==> config.mk <==
export PLATFORM = sky130hd
export DESIGN_NAME = lucas_v_sequence_mod_core_flat
export DESIGN_NICKNAME = d
export VERILOG_FILES = /design/src/rtl/lvs_pkg.sv /design/src/rtl/lvs_req_if.sv /design/src/rtl/lvs_mulmod.sv /design/src/rtl/lvs_datapath.sv /design/src/rtl/lvs_ctrl.sv /design/src/rtl/lucas_v_sequence_mod_core.sv /design/src/flat_wrapper.sv
export SDC_FILE = /design/constraint.sdc
export NUM_CORES = 2
export LEC_CHECK = 0
export BUFFER_PORTS_ARGS = -buffer_cell sky130_fd_sc_hd__buf_2
export CORE_ASPECT_RATIO = 1.4
export CORE_MARGIN = 2
export CORE_UTILIZATION = 55
export DETAILED_ROUTE_END_ITERATION = 10
export PLACE_DENSITY = 0.72
export SYNTH_ARGS = -nofsm -noshare
export SYNTH_HDL_FRONTEND = slang
export SYNTH_SLANG_ARGS = --single-unit
==> constraint.sdc <==
create_clock -name clk -period 18.9 [get_ports clk]
set_input_delay 2.835 -clock clk [delete_from_list [all_inputs] [get_ports clk]]
set_output_delay 2.835 -clock clk [all_outputs]
set_load 0.005 [all_outputs]
==> src/rtl/lvs_pkg.sv <==
// ----------------------------------------------------------------------------
// lvs_pkg
// Shared types for the Lucas V sequence modular core: controller states,
// matrix product modes and the command and status groups between the
// controller and the datapath.
// ----------------------------------------------------------------------------
package lvs_pkg;

	typedef enum logic [3:0] {
		S_IDLE,
		S_PRE,
		S_RED,
		S_DISPATCH,
		S_LOOP,
		S_START,
		S_WAIT,
		S_COMMIT,
		S_PUSH
	} state_t;

	typedef enum logic [1:0] {
		MODE_ACC,
		MODE_SQR,
		MODE_FINAL
	} mode_t;

	typedef enum logic [1:0] {
		RES_ZERO,
		RES_TWO,
		RES_ARED,
		RES_C0
	} res_sel_t;

	localparam logic [2:0] LAST_TERM_MAT   = 3'd7;
	localparam logic [2:0] LAST_TERM_FINAL = 3'd1;

	typedef struct packed {
		logic     load;
		logic     start_red;
		logic     save_red;
		logic     init;
		logic     start_mul;
		logic     acc_step;
		logic     commit_acc;
		logic     commit_base;
		logic     set_res;
		res_sel_t res_sel;
		logic     push;
		mode_t    mode;
		logic [2:0] term;
	} cmd_t;

	typedef struct packed {
		logic m_one;
		logic idx_zero;
		logic idx_one;
		logic exp_zero;
		logic exp_lsb;
		logic mul_done;
		logic mul_busy;
		logic out_busy;
	} sts_t;

endpackage

==> src/rtl/lvs_req_if.sv <==
// ----------------------------------------------------------------------------
// lvs_req_if
// Request channel: alpha, index and modulus with a valid/ready handshake.
// ----------------------------------------------------------------------------
interface lvs_req_if #(
	parameter int WORD_BITS = 64
);
	logic                 valid;
	logic                 ready;
	logic [WORD_BITS-1:0] alpha;
	logic [WORD_BITS-1:0] index;
	logic [WORD_BITS-1:0] modulus;

	modport source (output valid, output alpha, output index, output modulus, input ready);
	modport sink   (input valid, input alpha, input index, input modulus, output ready);
endinterface

// ----------------------------------------------------------------------------
// lvs_rsp_if
// Response channel: one sequence term with a valid/ready handshake.
// ----------------------------------------------------------------------------
interface lvs_rsp_if #(
	parameter int WORD_BITS = 64
);
	logic                 valid;
	logic                 ready;
	logic [WORD_BITS-1:0] term;

	modport source (output valid, output term, input ready);
	modport sink   (input valid, input term, output ready);
endinterface

==> src/rtl/lvs_mulmod.sv <==
// ----------------------------------------------------------------------------
// lvs_mulmod
// Shift-and-add modular multiplier. One multiplier bit per cycle, MSB first,
// giving x * y mod m on prod when done pulses. The x operand must be below m.
// ----------------------------------------------------------------------------
module lvs_mulmod #(
	parameter int WORD_BITS = 64
) (
	input  logic                 clk,
	input  logic                 arst_n,
	input  logic                 start,
	input  logic [WORD_BITS-1:0] x,
	input  logic [WORD_BITS-1:0] y,
	input  logic [WORD_BITS-1:0] m,
	output logic                 busy,
	output logic                 done,
	output logic [WORD_BITS-1:0] prod
);
	localparam int CW = (WORD_BITS > 1) ? $clog2(WORD_BITS) : 1;
	localparam logic [CW-1:0] CNT_LAST = CW'(WORD_BITS - 1);

	function automatic logic [WORD_BITS-1:0] add_mod(
		input logic [WORD_BITS-1:0] a,
		input logic [WORD_BITS-1:0] b,
		input logic [WORD_BITS-1:0] md
	);
		logic [WORD_BITS:0] s;
		s = {1'b0, a} + {1'b0, b};
		if (s >= {1'b0, md}) begin
			s = s - {1'b0, md};
		end
		return s[WORD_BITS-1:0];
	endfunction

	logic [WORD_BITS-1:0] r_q;
	logic [WORD_BITS-1:0] x_q;
	logic [WORD_BITS-1:0] y_q;
	logic [CW-1:0]        cnt_q;
	logic                 busy_q;
	logic                 done_q;
	logic [WORD_BITS-1:0] dbl;
	logic [WORD_BITS-1:0] nxt;

	always_comb begin
		dbl = add_mod(r_q, r_q, m);
		nxt = y_q[WORD_BITS-1] ? add_mod(dbl, x_q, m) : dbl;
	end

	always_ff @(posedge clk or negedge arst_n) begin
		if (!arst_n) begin
			busy_q <= 1'b0;
			done_q <= 1'b0;
			cnt_q  <= '0;
		end else begin
			done_q <= 1'b0;
			if (start) begin
				busy_q <= 1'b1;
				cnt_q  <= '0;
			end else if (busy_q) begin
				cnt_q <= cnt_q + 1'b1;
				if (cnt_q == CNT_LAST) begin
					busy_q <= 1'b0;
					done_q <= 1'b1;
				end
			end
		end
	end

	always_ff @(posedge clk) begin
		if (start) begin
			r_q <= '0;
			x_q <= x;
			y_q <= y;
		end else if (busy_q) begin
			r_q <= nxt;
			y_q <= y_q << 1;
		end
	end

	assign busy = busy_q;
	assign done = done_q;
	assign prod = r_q;
endmodule

==> src/rtl/lvs_datapath.sv <==
// ----------------------------------------------------------------------------
// lvs_datapath
// Operand registers, accumulator and base matrices, exponent shifter, the
// shared modular multiplier and the output register.
// ----------------------------------------------------------------------------
module lvs_datapath #(
	parameter int WORD_BITS = 64
) (
	input  logic                 clk,
	input  logic                 arst_n,
	input  lvs_pkg::cmd_t        cmd,
	output lvs_pkg::sts_t        sts,
	input  logic [WORD_BITS-1:0] in_alpha,
	input  logic [WORD_BITS-1:0] in_index,
	input  logic [WORD_BITS-1:0] in_modulus,
	input  logic                 out_ready,
	output logic                 out_valid,
	output logic [WORD_BITS-1:0] out_term
);
	localparam logic [WORD_BITS-1:0] ONE = WORD_BITS'(1);
	localparam logic [WORD_BITS-1:0] TWO = WORD_BITS'(2);

	function automatic logic [WORD_BITS-1:0] add_mod(
		input logic [WORD_BITS-1:0] a,
		input logic [WORD_BITS-1:0] b,
		input logic [WORD_BITS-1:0] md
	);
		logic [WORD_BITS:0] s;
		s = {1'b0, a} + {1'b0, b};
		if (s >= {1'b0, md}) begin
			s = s - {1'b0, md};
		end
		return s[WORD_BITS-1:0];
	endfunction

	logic [WORD_BITS-1:0] alpha_q;
	logic [WORD_BITS-1:0] index_q;
	logic [WORD_BITS-1:0] m_q;
	logic [WORD_BITS-1:0] ared_q;
	logic [WORD_BITS-1:0] two_q;
	logic [WORD_BITS-1:0] exp_q;
	logic [WORD_BITS-1:0] acc_q  [4];
	logic [WORD_BITS-1:0] base_q [4];
	logic [WORD_BITS-1:0] c_q    [4];
	logic [WORD_BITS-1:0] res_q;
	logic [WORD_BITS-1:0] term_q;
	logic                 out_valid_q;

	logic [1:0]           k;
	logic                 h;
	logic [1:0]           ai;
	logic [1:0]           bi;
	logic [WORD_BITS-1:0] a_op;
	logic [WORD_BITS-1:0] b_op;
	logic [WORD_BITS-1:0] mul_x;
	logic [WORD_BITS-1:0] mul_y;
	logic                 mul_start;
	logic                 mul_busy;
	logic                 mul_done;
	logic [WORD_BITS-1:0] prod;

	always_comb begin
		k  = cmd.term[2:1];
		h  = cmd.term[0];
		ai = {k[1], h};
		bi = {h, k[0]};
		a_op = (cmd.mode == lvs_pkg::MODE_SQR) ? base_q[ai] : acc_q[ai];
		case (cmd.mode)
			lvs_pkg::MODE_FINAL: b_op = h ? two_q : ared_q;
			default:             b_op = base_q[bi];
		endcase
		if (cmd.start_red) begin
			mul_x = ONE;
			mul_y = alpha_q;
		end else begin
			mul_x = a_op;
			mul_y = b_op;
		end
		mul_start = cmd.start_red | cmd.start_mul;
	end

	lvs_mulmod #(
		.WORD_BITS(WORD_BITS)
	) u_mulmod (
		.clk   (clk),
		.arst_n(arst_n),
		.start (mul_start),
		.x     (mul_x),
		.y     (mul_y),
		.m     (m_q),
		.busy  (mul_busy),
		.done  (mul_done),
		.prod  (prod)
	);

	always_ff @(posedge clk) begin
		if (cmd.load) begin
			alpha_q <= in_alpha;
			index_q <= in_index;
			m_q     <= in_modulus;
		end
		if (cmd.save_red) begin
			ared_q <= prod;
			two_q  <= (m_q == TWO) ? '0 : TWO;
		end
		if (cmd.init) begin
			acc_q[0]  <= ONE;
			acc_q[1]  <= '0;
			acc_q[2]  <= '0;
			acc_q[3]  <= ONE;
			base_q[0] <= ared_q;
			base_q[1] <= m_q - ONE;
			base_q[2] <= ONE;
			base_q[3] <= '0;
		end
		if (cmd.acc_step) begin
			c_q[k] <= h ? add_mod(c_q[k], prod, m_q) : prod;
		end
		if (cmd.commit_acc) begin
			acc_q <= c_q;
		end
		if (cmd.commit_base) begin
			base_q <= c_q;
		end
		if (cmd.set_res) begin
			case (cmd.res_sel)
				lvs_pkg::RES_TWO:  res_q <= two_q;
				lvs_pkg::RES_ARED: res_q <= ared_q;
				lvs_pkg::RES_C0:   res_q <= c_q[0];
				default:           res_q <= '0;
			endcase
		end
		if (cmd.push) begin
			term_q <= res_q;
		end
	end

	always_ff @(posedge clk or negedge arst_n) begin
		if (!arst_n) begin
			exp_q       <= '0;
			out_valid_q <= 1'b0;
		end else begin
			if (cmd.init) begin
				exp_q <= index_q - ONE;
			end else if (cmd.commit_base) begin
				exp_q <= exp_q >> 1;
			end
			if (cmd.push) begin
				out_valid_q <= 1'b1;
			end else if (out_ready) begin
				out_valid_q <= 1'b0;
			end
		end
	end

	always_comb begin
		sts.m_one    = (m_q <= ONE);
		sts.idx_zero = (index_q == '0);
		sts.idx_one  = (index_q == ONE);
		sts.exp_zero = (exp_q == '0);
		sts.exp_lsb  = exp_q[0];
		sts.mul_done = mul_done;
		sts.mul_busy = mul_busy;
		sts.out_busy = out_valid_q;
	end

	assign out_valid = out_valid_q;
	assign out_term  = term_q;
endmodule

==> src/rtl/lvs_ctrl.sv <==
// ----------------------------------------------------------------------------
// lvs_ctrl
// Controller: sequences the reduction of alpha, the square-and-multiply
// loop over the exponent bits, the eight products of each matrix product
// and the final combination, and hands the term to the output register.
// ----------------------------------------------------------------------------
module lvs_ctrl (
	input  logic          clk,
	input  logic          arst_n,
	input  logic          in_valid,
	output logic          in_ready,
	input  lvs_pkg::sts_t sts,
	output lvs_pkg::cmd_t cmd
);
	lvs_pkg::state_t state_q, state_d;
	lvs_pkg::mode_t  mode_q, mode_d;
	logic [2:0]      term_q, term_d;
	logic            last_term;

	assign last_term = (mode_q == lvs_pkg::MODE_FINAL) ?
		(term_q == lvs_pkg::LAST_TERM_FINAL) : (term_q == lvs_pkg::LAST_TERM_MAT);

	always_comb begin
		state_d = state_q;
		mode_d  = mode_q;
		term_d  = term_q;
		case (state_q)
			lvs_pkg::S_IDLE: begin
				if (in_valid) begin
					state_d = lvs_pkg::S_PRE;
				end
			end
			lvs_pkg::S_PRE: begin
				state_d = sts.m_one ? lvs_pkg::S_PUSH : lvs_pkg::S_RED;
			end
			lvs_pkg::S_RED: begin
				if (sts.mul_done) begin
					state_d = lvs_pkg::S_DISPATCH;
				end
			end
			lvs_pkg::S_DISPATCH: begin
				if (sts.idx_zero || sts.idx_one) begin
					state_d = lvs_pkg::S_PUSH;
				end else begin
					state_d = lvs_pkg::S_LOOP;
				end
			end
			lvs_pkg::S_LOOP: begin
				term_d  = '0;
				state_d = lvs_pkg::S_START;
				if (sts.exp_zero) begin
					mode_d = lvs_pkg::MODE_FINAL;
				end else if (sts.exp_lsb) begin
					mode_d = lvs_pkg::MODE_ACC;
				end else begin
					mode_d = lvs_pkg::MODE_SQR;
				end
			end
			lvs_pkg::S_START: begin
				state_d = lvs_pkg::S_WAIT;
			end
			lvs_pkg::S_WAIT: begin
				if (sts.mul_done) begin
					if (last_term) begin
						state_d = lvs_pkg::S_COMMIT;
					end else begin
						term_d  = term_q + 3'd1;
						state_d = lvs_pkg::S_START;
					end
				end
			end
			lvs_pkg::S_COMMIT: begin
				case (mode_q)
					lvs_pkg::MODE_ACC: begin
						mode_d  = lvs_pkg::MODE_SQR;
						term_d  = '0;
						state_d = lvs_pkg::S_START;
					end
					lvs_pkg::MODE_SQR: state_d = lvs_pkg::S_LOOP;
					default:           state_d = lvs_pkg::S_PUSH;
				endcase
			end
			lvs_pkg::S_PUSH: begin
				if (!sts.out_busy) begin
					state_d = lvs_pkg::S_IDLE;
				end
			end
			default: state_d = lvs_pkg::S_IDLE;
		endcase
	end

	always_comb begin
		cmd         = '0;
		cmd.mode    = mode_q;
		cmd.term    = term_q;
		cmd.res_sel = lvs_pkg::RES_ZERO;
		in_ready    = 1'b0;
		case (state_q)
			lvs_pkg::S_IDLE: begin
				in_ready = 1'b1;
				cmd.load = in_valid;
			end
			lvs_pkg::S_PRE: begin
				if (sts.m_one) begin
					cmd.set_res = 1'b1;
				end else begin
					cmd.start_red = 1'b1;
				end
			end
			lvs_pkg::S_RED: begin
				cmd.save_red = sts.mul_done;
			end
			lvs_pkg::S_DISPATCH: begin
				if (sts.idx_zero) begin
					cmd.set_res = 1'b1;
					cmd.res_sel = lvs_pkg::RES_TWO;
				end else if (sts.idx_one) begin
					cmd.set_res = 1'b1;
					cmd.res_sel = lvs_pkg::RES_ARED;
				end else begin
					cmd.init = 1'b1;
				end
			end
			lvs_pkg::S_START: begin
				cmd.start_mul = 1'b1;
			end
			lvs_pkg::S_WAIT: begin
				cmd.acc_step = sts.mul_done;
			end
			lvs_pkg::S_COMMIT: begin
				case (mode_q)
					lvs_pkg::MODE_ACC: cmd.commit_acc  = 1'b1;
					lvs_pkg::MODE_SQR: cmd.commit_base = 1'b1;
					default: begin
						cmd.set_res = 1'b1;
						cmd.res_sel = lvs_pkg::RES_C0;
					end
				endcase
			end
			lvs_pkg::S_PUSH: begin
				cmd.push = !sts.out_busy;
			end
			default: begin
			end
		endcase
	end

	always_ff @(posedge clk or negedge arst_n) begin
		if (!arst_n) begin
			state_q <= lvs_pkg::S_IDLE;
			mode_q  <= lvs_pkg::MODE_ACC;
			term_q  <= '0;
		end else begin
			state_q <= state_d;
			mode_q  <= mode_d;
			term_q  <= term_d;
		end
	end
endmodule

==> src/rtl/lucas_v_sequence_mod_core.sv <==
// ----------------------------------------------------------------------------
// lucas_v_sequence_mod_core
// Lucas V sequence term S_n mod m (Q = 1) by square-and-multiply powering of
// the matrix [[alpha, m-1], [1, 0]] on one shared bit-serial multiplier.
//
//   Channel | Modport | Payload                   | Beat
//   req     | sink    | alpha, index, modulus     | one request
//   rsp     | source  | term                      | one result per request
//
// Each matrix product is worked as eight modular products in turn.
// One request is worked on at a time; the next one is taken while the
// previous result still waits in the output register.
// Reset is asynchronous and leaves the core idle with no result pending.
// ----------------------------------------------------------------------------
module lucas_v_sequence_mod_core #(
	parameter int WORD_BITS = 64
) (
	input logic          clk,
	input logic          arst_n,
	lvs_req_if.sink      req,
	lvs_rsp_if.source    rsp
);
	lvs_pkg::cmd_t cmd;
	lvs_pkg::sts_t sts;

	lvs_ctrl u_ctrl (
		.clk     (clk),
		.arst_n  (arst_n),
		.in_valid(req.valid),
		.in_ready(req.ready),
		.sts     (sts),
		.cmd     (cmd)
	);

	lvs_datapath #(
		.WORD_BITS(WORD_BITS)
	) u_datapath (
		.clk       (clk),
		.arst_n    (arst_n),
		.cmd       (cmd),
		.sts       (sts),
		.in_alpha  (req.alpha),
		.in_index  (req.index),
		.in_modulus(req.modulus),
		.out_ready (rsp.ready),
		.out_valid (rsp.valid),
		.out_term  (rsp.term)
	);

	a_start_idle: assert property (@(posedge clk) disable iff (!arst_n)
		(cmd.start_mul || cmd.start_red) |-> !sts.mul_busy)
		else $error("Multiplier started while busy.");

	a_push_free: assert property (@(posedge clk) disable iff (!arst_n)
		cmd.push |-> !sts.out_busy)
		else $error("Result pushed over a pending result.");

	a_one_in_flight: assert property (@(posedge clk) disable iff (!arst_n)
		(req.valid && req.ready) |=> !req.ready)
		else $error("Second request taken while one is in work.");

	a_no_repeat: assert property (@(posedge clk) disable iff (!arst_n)
		(rsp.valid && rsp.ready) |=> !rsp.valid)
		else $error("Result repeated after its beat.");
endmodule
==> src/flat_wrapper.sv <==
// flat-port wrapper written by rule: the top's interface ports become plain ports
module lucas_v_sequence_mod_core_flat 
#(
	parameter int WORD_BITS = 64
)
  (clk, arst_n, req_valid, req_alpha, req_index, req_modulus, req_ready, rsp_valid, rsp_term, rsp_ready);
  lvs_req_if #(.WORD_BITS(WORD_BITS)) req_i ();
  lvs_rsp_if #(.WORD_BITS(WORD_BITS)) rsp_i ();
  input logic clk;
  input logic arst_n;
  input wire logic [$bits(req_i.valid)-1:0] req_valid;
  input wire logic [$bits(req_i.alpha)-1:0] req_alpha;
  input wire logic [$bits(req_i.index)-1:0] req_index;
  input wire logic [$bits(req_i.modulus)-1:0] req_modulus;
  output wire logic [$bits(req_i.ready)-1:0] req_ready;
  output wire logic [$bits(rsp_i.valid)-1:0] rsp_valid;
  output wire logic [$bits(rsp_i.term)-1:0] rsp_term;
  input wire logic [$bits(rsp_i.ready)-1:0] rsp_ready;
  assign req_i.valid = req_valid;
  assign req_i.alpha = req_alpha;
  assign req_i.index = req_index;
  assign req_i.modulus = req_modulus;
  assign req_ready = req_i.ready;
  assign rsp_valid = rsp_i.valid;
  assign rsp_term = rsp_i.term;
  assign rsp_i.ready = rsp_ready;
  lucas_v_sequence_mod_core #(.WORD_BITS(WORD_BITS)) u_core (.clk(clk), .arst_n(arst_n), .req(req_i), .rsp(rsp_i));
endmodule
==> results.md <==
- Status: finished with violations
- Failing checks: capacitance limit, slew limit
- Hold EP: u_core.u_datapath.out_term[23]
- Row Count: ~170
- Number of global-route vias before repair: around 64000
- Met2 Usage GRT: 0.5981
- FF/Latch Area: between 40000 and 50000 um^2
- First-pass GRT wire length: 421.5 mm
- Filler cell count: 11960
- TritonCTS clock tree: done
- Area after DPL: 85620 um^2
- Primary FF master, synth: edfxtp_1
- DR WL/cell: a little over 30 um
- Final min period: 12.73 ns
- Worst R2R Setup Slack: 6.17 ns
- Drt first pass iters: 6
- Grt met1 use: 0.4702
- CTS buffer count: about 140
- Max Cap Viol: 1
- Distinct cells, synth: 93
- CTS Sinks: 1427
- Fin. max-slew vios: 1
- Area of the multi-input gates: 38400 um^2
- Routing usage on met3: 0.07366
- Fin area: between 90000 and 100000 um^2
- Most Used Layer, Global Route: met2
- Initial antenna violation count: 23
- CTS Hold Bufs: 0
- Most common cell after layout, fill and taps aside: edfxtp_1
- Slowest CP cell: o21ai_0
- Full die area: 153500 um^2
- Final TNS setup: 0 ns
- Vias/cell: a little under 7
- CTS Root Cell: clkbuf_16
- Slew HR: -0.0004200
- R2r endpoint: u_core.u_datapath.u_mulmod.prod[62]
- WP data arrival: ~13 ns
- Hold_sp: u_core.u_datapath.res_q[23]
- Worst path max stage delay: around 0.76 ns
- Final HPWL DP: roughly 210 mm
- CP Class: flop to flop
- Depth of the worst register-to-register path: 34
- Hold Violations, Final: 0
- Worst path top cell family by delay: simple AND/OR/NAND/NOR gates
- Residual DRC: 0
- GRT overflow: 0
- PostCTS Resize Cnt: 0
- Largest net degree at the start of global routing: between 150 and 200
- Initial DRC Count: 8641
- Clock skew: 0.03878 ns
- Largest fanout on the critical path: 62
- Initial core utilization: 0.5533
- Total Routed Length: slightly below 300 mm
- Ys async rst share: 0.05746
- Final hold slack: between 0.4 and 0.5 ns
- Layout cell share with drive strength beyond 1: 0.1258
- Worst EP required: a little under 20 ns
- Die Wd: 331.7 um
- Slew of the pin with the lowest slew margin: 1.463 ns
- RR Startpoint: u_core.u_datapath.m_q[38]
- Post-Syn Instances: approximately 7500
- CP Buf/Inv Count: 3
- Clock tree buffer depth: 3
- Total number of yosys warnings: 0
- Period utilization: 0.6733
- Placeable Area: approximately 150000 um^2
- Clk_lat worst skew: around 0.81 ns
- Final ANT Viol Nets: 0
- Clock transition at path regs: about 0.070 ns
- Global Route Usage Sum: 0.3747
- #FFs+latches synth: 1427
- Hold WC Path Type: flop to flop
- Area Growth Syn to Fin: 9.187%
- Critical Path Sink Type: flop
- I/O pins: 262
- Placer congestion estimate: 1.096
- Mapped cell area: 82690 um^2
- Post-Syn Nets: ~8000
- Chip height: approximately 460 um
- Hold path cells: 0
- RSZ-0062 raised after global routing: no
- Buffers on Ports: 261
- Setup Fix Bufs, Post-CTS: 0
- Startpoint types: flop
- Final setup viols: 0
- Syn_area_per_cell: between 10 and 15 um^2
- H-tree depth: 4
- Vias: roughly 66000
- Most frequent cells in the layout: edfxtp_1, nand2_1, a21oi_1
- Max frequency: just under 80 MHz
- Final #Nets: ~8100
- Seq/Total Area, Yosys: 0.5055
- Post-synth EDFFs: around 1300
-- final cells by class --
type / instances / area share
repair buffers: 369 / 0.02403
clock inverters: 72 / 0.008454
well taps: 1955 / 0.02709
diodes: 4 / 0.0001109
clock buffers: 187 / 0.04307
multi-input cells: 5388 / 0.4254
inverters: 209 / 0.008745
flip-flops and latches: 1427 / 0.4631
-- per-layer routing --
| metal | part of all wire | vias up | routed length (um) |
|---|---|---|---|
| li1 | - | 28510 | - |
| met1 | 0.36 | 32300 | 105700 |
| met2 | 0.46 | 3962 | 135600 |
| met3 | 0.10 | 828 | 30640 |
| met4 | 0.070 | 12 | 20550 |
| met5 | 0.00028 | - | 82 |
-- sequential cells by signal (all words and copies together) (netlist names), 4 cells and up --
register	flops
u_core.u_ctrl.state_q	4
u_core.u_datapath.u_mulmod.x_q	64
u_core.u_datapath.u_mulmod.y_q	64
u_core.u_datapath.exp_q	64
u_core.u_datapath.alpha_q	64
u_core.u_datapath.ared_q	64
u_core.u_datapath.index_q	64
u_core.u_datapath.res_q	64
u_core.u_datapath.out_term	64
u_core.u_datapath.u_mulmod.cnt_q	6
u_core.u_datapath.acc_q	256
u_core.u_datapath.base_q	256
u_core.u_datapath.m_q	64
u_core.u_datapath.c_q	256
u_core.u_datapath.u_mulmod.prod	64
-- worst max-delay path by stage --
stage,start,endpoint,slack [ns],cells past startpoint
2_1_floorplan,u_core.u_datapath.index_q[40],u_core.u_datapath.acc_q[0],9.65,12
3_3_place_gp,u_core.u_datapath.m_q[21],u_core.u_datapath.u_mulmod.prod[62],6.67,32
3_5_place_dp,u_core.u_datapath.m_q[38],u_core.u_datapath.u_mulmod.prod[62],6.52,34
4_1_cts,u_core.u_datapath.m_q[38],u_core.u_datapath.u_mulmod.prod[62],6.47,34
5_1_grt,u_core.u_datapath.m_q[37],u_core.u_datapath.u_mulmod.prod[62],5.80,34
6_report,u_core.u_datapath.m_q[38],u_core.u_datapath.u_mulmod.prod[62],6.17,34
-- Yosys cell counts, types with 114 or more instances --
| cell | instances | area (um^2) |
|---|---|---|
| a21o_1 | 167 | 1254 |
| mux4_2 | 256 | 5766 |
| nor3_1 | 114 | 570.6 |
| nand2_1 | 939 | 3525 |
| a21oi_1 | 561 | 2808 |
| and3_1 | 427 | 2671 |
| edfxtp_1 | 1281 | 38470 |
| nor2_1 | 393 | 1475 |
| ha_1 | 327 | 4091 |
| clkbuf_1 | 396 | 1486 |
| inv_1 | 208 | 780.8 |
| a31oi_1 | 114 | 713.2 |
| xor2_1 | 154 | 1349 |
| o21ai_0 | 430 | 2152 |
| xnor2_1 | 255 | 2233 |
-- logic make-up (layout without fill, tap and decap cells) --
kind of cell / after synthesis / in the layout / synth area share
and+or+nand+nor: 2405 / 2405 / 0.1410
other: 0 / 4 / 0
DFF: 1427 / 1427 / 0.5055
muxes: 370 / 370 / 0.08419
xor gates and xnor gates: 409 / 409 / 0.04332
AOI/OAI and AO/OA: 1872 / 1872 / 0.1430
adders and majority gates: 332 / 332 / 0.05069
buffers and inverters: 694 / 837 / 0.03223
-- through the flow --
stage / util / setup slack (ns) / cells
6_report: 0.6041 / 6.175 / 9611
3_5_place_dp: 0.5729 / 6.522 / 9348
2_1_floorplan: - / 9.652 / 7509
5_1_grt: 0.6040 / 5.802 / 9608
4_1_cts: 0.6040 / 6.466 / 9607
3_3_place_gp: 0.5729 / 6.672 / 9348
-- worst register-to-register path, delay by kind of cell, from the launching register on --
| family | cells | cell delay [ns] |
|---|---|---|
| adder cells (fa/ha/maj) | 3 | 1.19 |
| AO/OA/AOI/OAI | 11 | 3.87 |
| XOR/XNOR | 1 | 0.21 |
| multiplexers | 2 | 0.61 |
| AND/OR/NAND/NOR | 14 | 4.88 |
| buffers and inverters | 3 | 1.39 |
| flip-flops | 1 | 0.42 |
Power is not shown: default switching activity piles up to over one toggle a cycle in this logic, so the estimate is an artifact.
